**config.mk**
```make
export PLATFORM = sky130hd
export DESIGN_NAME = atan2_tenth_degree_approx
export DESIGN_NICKNAME = d
export VERILOG_FILES = /design/src/rtl/core/atd_pkg.sv /design/src/rtl/core/atd_front.sv /design/src/rtl/core/atd_ratio.sv /design/src/rtl/core/atd_core.sv /design/src/rtl/core/atan2_tenth_degree_approx.sv
export SDC_FILE = /design/constraint.sdc
export NUM_CORES = 2
export LEC_CHECK = 0
export BUFFER_PORTS_ARGS = -buffer_cell sky130_fd_sc_hd__buf_2
export CAP_MARGIN = 20
export CORE_MARGIN = 4
export CORE_UTILIZATION = 30
export DETAILED_ROUTE_END_ITERATION = 12
export PLACE_DENSITY = 0.43
export SKIP_LAST_GASP = 1
export SYNTH_ARGS = -nofsm -noshare
export SYNTH_HDL_FRONTEND = slang
export SYNTH_SLANG_ARGS = --single-unit
```
**constraint.sdc**
```tcl
create_clock -name aclk -period 117.3 [get_ports aclk]
set_clock_uncertainty 0.1 [all_clocks]
set_input_delay 35.19 -clock aclk [delete_from_list [all_inputs] [get_ports aclk]]
set_output_delay 35.19 -clock aclk [all_outputs]
set_load 0.005 [all_outputs]
```
**src/rtl/core/atd_pkg.sv**
```systemverilog
// Package for the atan2 tenth-degree pipeline: widths, fixed-point constants
// and the control word that travels with each request. No dependencies.
package atd_pkg;

    localparam int FRAC_BITS = 16;
    localparam int COORD_W   = 32;
    localparam int MAG_W     = COORD_W + 1;
    localparam int Z_W       = FRAC_BITS + 1;
    localparam int SQF_W     = 2 * Z_W;
    localparam int KS_W      = FRAC_BITS + 3;
    localparam int DEN_W     = KS_W + 7;
    localparam int GAIN_W    = 18;
    localparam int NUM_W     = Z_W + GAIN_W;
    localparam int CORE_W    = 9;
    localparam int ANG_W     = 12;

    localparam longint unsigned K_Q_L =
        ((64'd35714 << FRAC_BITS) + 64'd5000) / 64'd10000;
    localparam logic [KS_W-1:0]   K_Q      = KS_W'(K_Q_L);
    localparam logic [GAIN_W-1:0] GAIN_NUM = GAIN_W'(204643);
    localparam logic [6:0]        GAIN_DEN = 7'd100;

    localparam logic signed [ANG_W-1:0] ANG_HALF  = ANG_W'(1800);
    localparam logic signed [ANG_W-1:0] ANG_RIGHT = ANG_W'(900);

    typedef struct packed {
        logic valid;
        logic zero;
        logic flat;
        logic neg;
        logic x_neg;
        logic y_neg;
    } ctl_t;

endpackage

```
**src/rtl/core/atd_front.sv**
```systemverilog
// Input stage: exact magnitudes, octant sort and sign bookkeeping.
// Depends on atd_pkg.
module atd_front (
    input  logic                        aclk,
    input  logic                        aresetn,
    input  logic                        en,
    input  logic                        in_valid,
    input  logic [atd_pkg::COORD_W-1:0] y_coord,
    input  logic [atd_pkg::COORD_W-1:0] x_coord,
    output atd_pkg::ctl_t               ctl,
    output logic [atd_pkg::MAG_W-1:0]   num_mag,
    output logic [atd_pkg::MAG_W-1:0]   den_mag
);
    import atd_pkg::*;

    logic [MAG_W-1:0] y_ext, x_ext, y_mag, x_mag;
    ctl_t             ctl_reg, ctl_next;
    logic [MAG_W-1:0] num_reg, num_next, den_reg, den_next;

    always_comb begin
        y_ext = {y_coord[COORD_W-1], y_coord};
        x_ext = {x_coord[COORD_W-1], x_coord};
        y_mag = y_coord[COORD_W-1] ? (~y_ext + 1'b1) : y_ext;
        x_mag = x_coord[COORD_W-1] ? (~x_ext + 1'b1) : x_ext;
        ctl_next.valid = in_valid;
        ctl_next.zero  = (y_coord == '0) && (x_coord == '0);
        ctl_next.flat  = y_mag < x_mag;
        ctl_next.x_neg = x_coord[COORD_W-1];
        ctl_next.y_neg = y_coord[COORD_W-1];
        ctl_next.neg   = x_coord[COORD_W-1] ^ y_coord[COORD_W-1];
        num_next = ctl_next.flat ? y_mag : x_mag;
        den_next = ctl_next.flat ? x_mag : y_mag;
    end

    always_ff @(posedge aclk) begin
        if (!aresetn) begin
            ctl_reg <= '0;
        end else if (en) begin
            ctl_reg <= ctl_next;
        end
        if (en) begin
            num_reg <= num_next;
            den_reg <= den_next;
        end
    end

    assign ctl     = ctl_reg;
    assign num_mag = num_reg;
    assign den_mag = den_reg;

endmodule

```
**src/rtl/core/atd_ratio.sv**
```systemverilog
// Pipelined restoring divider for the ratio |num| * 2^FRAC_BITS / |den|,
// one quotient bit per stage. Depends on atd_pkg.
module atd_ratio (
    input  logic                      aclk,
    input  logic                      aresetn,
    input  logic                      en,
    input  atd_pkg::ctl_t             ctl_in,
    input  logic [atd_pkg::MAG_W-1:0] num_mag,
    input  logic [atd_pkg::MAG_W-1:0] den_mag,
    output atd_pkg::ctl_t             ctl_out,
    output logic [atd_pkg::Z_W-1:0]   z_mag
);
    import atd_pkg::*;

    ctl_t             ctl_reg [0:Z_W];
    logic [MAG_W-1:0] rem_reg [0:Z_W];
    logic [MAG_W-1:0] den_reg [0:Z_W];
    logic [Z_W-1:0]   quo_reg [0:Z_W];

    always_comb begin
        ctl_reg[0] = ctl_in;
        rem_reg[0] = num_mag;
        den_reg[0] = den_mag;
        quo_reg[0] = '0;
    end

    for (genvar k = 0; k < Z_W; k++) begin : g_step
        logic [MAG_W:0]   trial;
        logic             take;
        logic [MAG_W-1:0] rem_next;
        logic [Z_W-1:0]   quo_next;

        always_comb begin
            trial    = (k == 0) ? {1'b0, rem_reg[k]} : {rem_reg[k], 1'b0};
            take     = trial >= {1'b0, den_reg[k]};
            rem_next = take ? MAG_W'(trial - {1'b0, den_reg[k]}) : MAG_W'(trial);
            quo_next = {quo_reg[k][Z_W-2:0], take};
        end

        always_ff @(posedge aclk) begin
            if (!aresetn) begin
                ctl_reg[k+1] <= '0;
            end else if (en) begin
                ctl_reg[k+1] <= ctl_reg[k];
            end
            if (en) begin
                rem_reg[k+1] <= rem_next;
                den_reg[k+1] <= den_reg[k];
                quo_reg[k+1] <= quo_next;
            end
        end
    end

    assign ctl_out = ctl_reg[Z_W];
    assign z_mag   = quo_reg[Z_W];

endmodule

```
**src/rtl/core/atd_core.sv**
```systemverilog
// Rational core 204643*z / (100*(K+z*z)): two multiply stages and a pipelined
// divider with one quotient bit per stage. Depends on atd_pkg.
module atd_core (
    input  logic                      aclk,
    input  logic                      aresetn,
    input  logic                      en,
    input  atd_pkg::ctl_t             ctl_in,
    input  logic [atd_pkg::Z_W-1:0]   z_mag,
    output atd_pkg::ctl_t             ctl_out,
    output logic [atd_pkg::CORE_W-1:0] core
);
    import atd_pkg::*;

    ctl_t             ctl_a_reg, ctl_a_next, ctl_b_reg;
    logic [SQF_W-1:0] sq_a_reg;
    logic [NUM_W-1:0] num_a_reg, num_b_reg;
    logic [DEN_W-1:0] den_b_reg;
    logic [KS_W-1:0]  ks;

    ctl_t              ctl_reg [0:CORE_W];
    logic [NUM_W-1:0]  rem_reg [0:CORE_W];
    logic [DEN_W-1:0]  den_reg [0:CORE_W];
    logic [CORE_W-1:0] quo_reg [0:CORE_W];

    always_comb begin
        ctl_a_next     = ctl_in;
        ctl_a_next.neg = ctl_in.neg && (z_mag != '0);
        ks = K_Q + KS_W'(sq_a_reg[FRAC_BITS +: Z_W]);
    end

    always_ff @(posedge aclk) begin
        if (!aresetn) begin
            ctl_a_reg <= '0;
            ctl_b_reg <= '0;
        end else if (en) begin
            ctl_a_reg <= ctl_a_next;
            ctl_b_reg <= ctl_a_reg;
        end
        if (en) begin
            sq_a_reg  <= z_mag * z_mag;
            num_a_reg <= GAIN_NUM * z_mag;
            num_b_reg <= num_a_reg;
            den_b_reg <= ks * GAIN_DEN;
        end
    end

    always_comb begin
        ctl_reg[0] = ctl_b_reg;
        rem_reg[0] = num_b_reg;
        den_reg[0] = den_b_reg;
        quo_reg[0] = '0;
    end

    for (genvar j = 0; j < CORE_W; j++) begin : g_step
        logic [NUM_W-1:0]  shifted;
        logic              take;
        logic [NUM_W-1:0]  rem_next;
        logic [CORE_W-1:0] quo_next;

        always_comb begin
            shifted  = NUM_W'(den_reg[j]) << (CORE_W - 1 - j);
            take     = rem_reg[j] >= shifted;
            rem_next = take ? (rem_reg[j] - shifted) : rem_reg[j];
            quo_next = {quo_reg[j][CORE_W-2:0], take};
        end

        always_ff @(posedge aclk) begin
            if (!aresetn) begin
                ctl_reg[j+1] <= '0;
            end else if (en) begin
                ctl_reg[j+1] <= ctl_reg[j];
            end
            if (en) begin
                rem_reg[j+1] <= rem_next;
                den_reg[j+1] <= den_reg[j];
                quo_reg[j+1] <= quo_next;
            end
        end
    end

    assign ctl_out = ctl_reg[CORE_W];
    assign core    = quo_reg[CORE_W];

endmodule

```
**src/rtl/core/atan2_tenth_degree_approx.sv**
```systemverilog
// Channel  Ports                                   Contents
// s_       s_tvalid s_tready s_tdata[63:0]         y_coord, x_coord
// m_       m_tvalid m_tready m_tdata[15:0] m_tuser angle_tenths, both_zero
//
// One request enters per cycle unless the output stalls, and passes FRAC_BITS + 14
// register stages: the front, FRAC_BITS + 1 ratio quotient bits, two multiply stages,
// nine core quotient bits and the output register.
// Reset clears every valid bit; payload registers are not reset.
// A result held at the output stalls the whole pipeline, so nothing is lost.
// Depends on atd_pkg, atd_front, atd_ratio and atd_core.
module atan2_tenth_degree_approx (
    input  logic        aclk,
    input  logic        aresetn,
    input  logic        s_tvalid,
    output logic        s_tready,
    input  logic [63:0] s_tdata,   // y_coord[31:0], x_coord[63:32]
    output logic        m_tvalid,
    input  logic        m_tready,
    output logic [15:0] m_tdata,   // angle_tenths[11:0], zero fill[15:12]
    output logic        m_tuser    // both_zero[0]
);
    import atd_pkg::*;

    logic              en;
    ctl_t              ctl_f, ctl_r, ctl_c;
    logic [MAG_W-1:0]  num_mag, den_mag;
    logic [Z_W-1:0]    z_mag;
    logic [CORE_W-1:0] core;

    logic                    valid_reg;
    logic signed [ANG_W-1:0] ang_reg, ang_next, signed_core, base;
    logic                    zero_reg;

    assign en       = m_tready || !valid_reg;
    assign s_tready = en;

    atd_front u_front (
        .aclk(aclk), .aresetn(aresetn), .en(en), .in_valid(s_tvalid),
        .y_coord(s_tdata[31:0]), .x_coord(s_tdata[63:32]),
        .ctl(ctl_f), .num_mag(num_mag), .den_mag(den_mag)
    );

    atd_ratio u_ratio (
        .aclk(aclk), .aresetn(aresetn), .en(en), .ctl_in(ctl_f),
        .num_mag(num_mag), .den_mag(den_mag), .ctl_out(ctl_r), .z_mag(z_mag)
    );

    atd_core u_core (
        .aclk(aclk), .aresetn(aresetn), .en(en), .ctl_in(ctl_r),
        .z_mag(z_mag), .ctl_out(ctl_c), .core(core)
    );

    always_comb begin
        signed_core = ANG_W'(core);
        if (ctl_c.neg) begin
            signed_core = -signed_core;
        end
        if (ctl_c.flat) begin
            base = signed_core;
            if (ctl_c.x_neg) begin
                base = ctl_c.y_neg ? (signed_core - ANG_HALF) : (signed_core + ANG_HALF);
            end
        end else begin
            base = ANG_RIGHT - signed_core;
            if (ctl_c.y_neg) begin
                base = base - ANG_HALF;
            end
        end
        ang_next = ctl_c.zero ? '0 : base;
    end

    always_ff @(posedge aclk) begin
        if (!aresetn) begin
            valid_reg <= 1'b0;
        end else if (en) begin
            valid_reg <= ctl_c.valid;
        end
        if (en) begin
            ang_reg  <= ang_next;
            zero_reg <= ctl_c.zero;
        end
    end

    assign m_tvalid = valid_reg;
    assign m_tdata  = {4'b0000, ang_reg};
    assign m_tuser  = zero_reg;

endmodule
```
==> impl_metrics.toml <==
[critical_path]
worst_ep_required_time_ns = 82.01
worstSetupStartpointType = "input port"
cp_max_fo = 38
critical_path_class = "input port to output port"
critPathCaptureType = "output port"
worstPathArrival_ns = 36.36

[logic_synthesis]
synth_most_common_cell = "edfxtp_1"
synth_seq_cells = 2091
syn_inst = 12000
synth_edf_count = 1916
synthTopCellsByCount = "edfxtp_1, inv_1, ha_1, nand2_1, a21oi_1"
synthDistinctLibCells = 93
seq_area_frac_synth_pct = 47.1
synth_area_per_cell_um2 = 10.8
synth_ff_type = "edfxtp_1"
synth_top_area_share_pct = 44.4
yosysWarningCount = 0
synth_area_leaders = "edfxtp_1, ha_1, fa_1"
synth_area_mm2 = 0.130
synth_async_sr_flop_share_pct = 0
synth_top_area_cell = "edfxtp_1"

[sta]
worst_pin_slew_ns = 1.11
setup_viol = 0
hold_slack_ns = 0.248
finalMaxSlewViolations = 0
hold_violations = 0
fin_crit_sh_pct = 61.1
rsz0062_at_grt = "no"
period_minus_slack_ns = 71.65
setup_tns_ns = 0
fmax_mhz = 14.0
maxSlewHeadroom_pct = 25.3

[placed_design]
dp_hpwl_um = 274000
dpl_cell_area_mm2 = 0.137
gp_congestion = 0.852
buffer_ports.inserted = 82

[clock_network]
cts_resized = 0
ctsHoldBuffers = 0
cts_inserted_buffers = 265
cts_setup_buffers = 0
clock_latency_ns = 0.91
cts-root-buf = "clkbuf_16"
cts.clk_slew.worst_paths_ns = 0.06
tritoncts = "built"
htreeDepth = 5
cts_max_path_buffers = 4
clock-sinks = 2091

[run]
maxCapViolations = 0

[detailed_routing]
wirelength_um = 351000
ant_nets = 0
drt_iter0_markers = 5502
post_drt_wl_per_cell_um = 19.3
dr.pass1.iters = 8
num_vias = 87400
drc = 0
viasPerCell = 4.81

[worst_hold_path]
hold_class = "register to register"

[finish]
final_nets = 13800
syn2layout_area_growth_pct = 12.2
drive_gt1_share_pct = 7.27
design_area_mm2 = 0.146
multi_input_area_mm2 = 0.0619
num-fill-cells = 43000
seq_area_mm2 = 0.0610

[die]
ioPinCount = 87
die_area_mm2 = 0.443
coreArea_mm2 = 0.431
die_w_um = 666
die_h_um = 666
row_count = 241
start_util_pct = 30.1

[global_routing]
grt_overflow = 0
antenna_found_initial = 8
grt_usage_pct = 15.5
grt_max_degree = 154
grt_pass1_vias = 88300
grt_pass1_wl_um = 539000

[status]
status = "finished clean"
==> metal layers <==
layer	global-route usage, %	vias to the layer above	share of wire (%)
li1	-	43200	-
met1	20.9	42300	47
met2	26.3	1423	48
met3	1.77	435	3.1
met4	3.97	2	2.6
met5	0	-	0.0037
==> cells in the final DEF (no fill, tap or decap), types with 83 or more instances in the layout <==
| cell | n |
|---|---|
| a21o_1 | 329 |
| dfxtp_1 | 175 |
| nor3_1 | 170 |
| edfxtp_1 | 1916 |
| nand4_1 | 113 |
| nand2b_1 | 123 |
| nor2b_1 | 94 |
| nand2_1 | 1016 |
| xor2_1 | 307 |
| fa_1 | 334 |
| o21a_1 | 118 |
| clkbuf_16 | 274 |
| a21oi_1 | 815 |
| a31oi_1 | 83 |
| ha_1 | 1131 |
| o21bai_1 | 97 |
| nand3_1 | 178 |
| mux2i_1 | 91 |
| nor2_1 | 676 |
| mux2_2 | 248 |
| o21ai_0 | 600 |
| a21boi_0 | 214 |
| xnor2_1 | 474 |
| inv_1 | 1562 |
==> cell families (layout without fill, tap and decap cells) <==
family / after synthesis / count (layout) / synth area share (%)
AND/OR/NAND/NOR: 2798 / 2798 / 10.1
AO/OA/AOI/OAI: 2740 / 2740 / 13.4
flip-flops: 2091 / 2091 / 47.1
buffers and inverters: 1815 / 2212 / 5.27
adder cells (fa/ha/maj): 1465 / 1465 / 16.1
XOR/XNOR: 781 / 781 / 5.27
multiplexers: 339 / 339 / 2.86
other: 2 / 15 / 0.00579
==> per-stage QoR <==
stage          util [%]  setup WS, ns  instances
4_1_cts            33.8         45.58      18100
3_3_place_gp       31.8         45.58      17700
6_report           33.8         45.65      18200
5_1_grt            33.8         45.58      18100
2_1_floorplan         -         22.76      12000
3_5_place_dp       31.8         45.58      17700
==> path summary, 6_finish.rpt <==
check                        from              endpoint  slack [ns]  depth (start not counted)
max                      m_tready              s_tready       45.65                          4
min          u_core.num_a_reg[24]  u_core.num_b_reg[24]        0.25                          0
max reg2reg      u_ratio.z_mag[4]   u_core.sq_a_reg[32]      109.23                         26
min reg2reg  u_core.num_a_reg[24]  u_core.num_b_reg[24]        0.25                          0
==> critical path, cell delays in order <==
cell and delay (ns):
buf_2 0.11, nor2b_4 0.47, inv_8 0.24, buf_2 0.27
==> layout make-up <==
cell class / count / area share [%]
flip-flops and latches: 2091 / 41.9
repair buffers: 168 / 0.778
inverters: 1569 / 4.05
well taps: 5710 / 4.91
multi-input cells: 8131 / 42.6
clock buffers: 327 / 4.89
clock inverters: 148 / 0.852
diodes: 7 / 0.0120
Power is left out: the tool's default activity adds up to more than one toggle a clock period on the data nets, which glitch-free logic cannot reach.
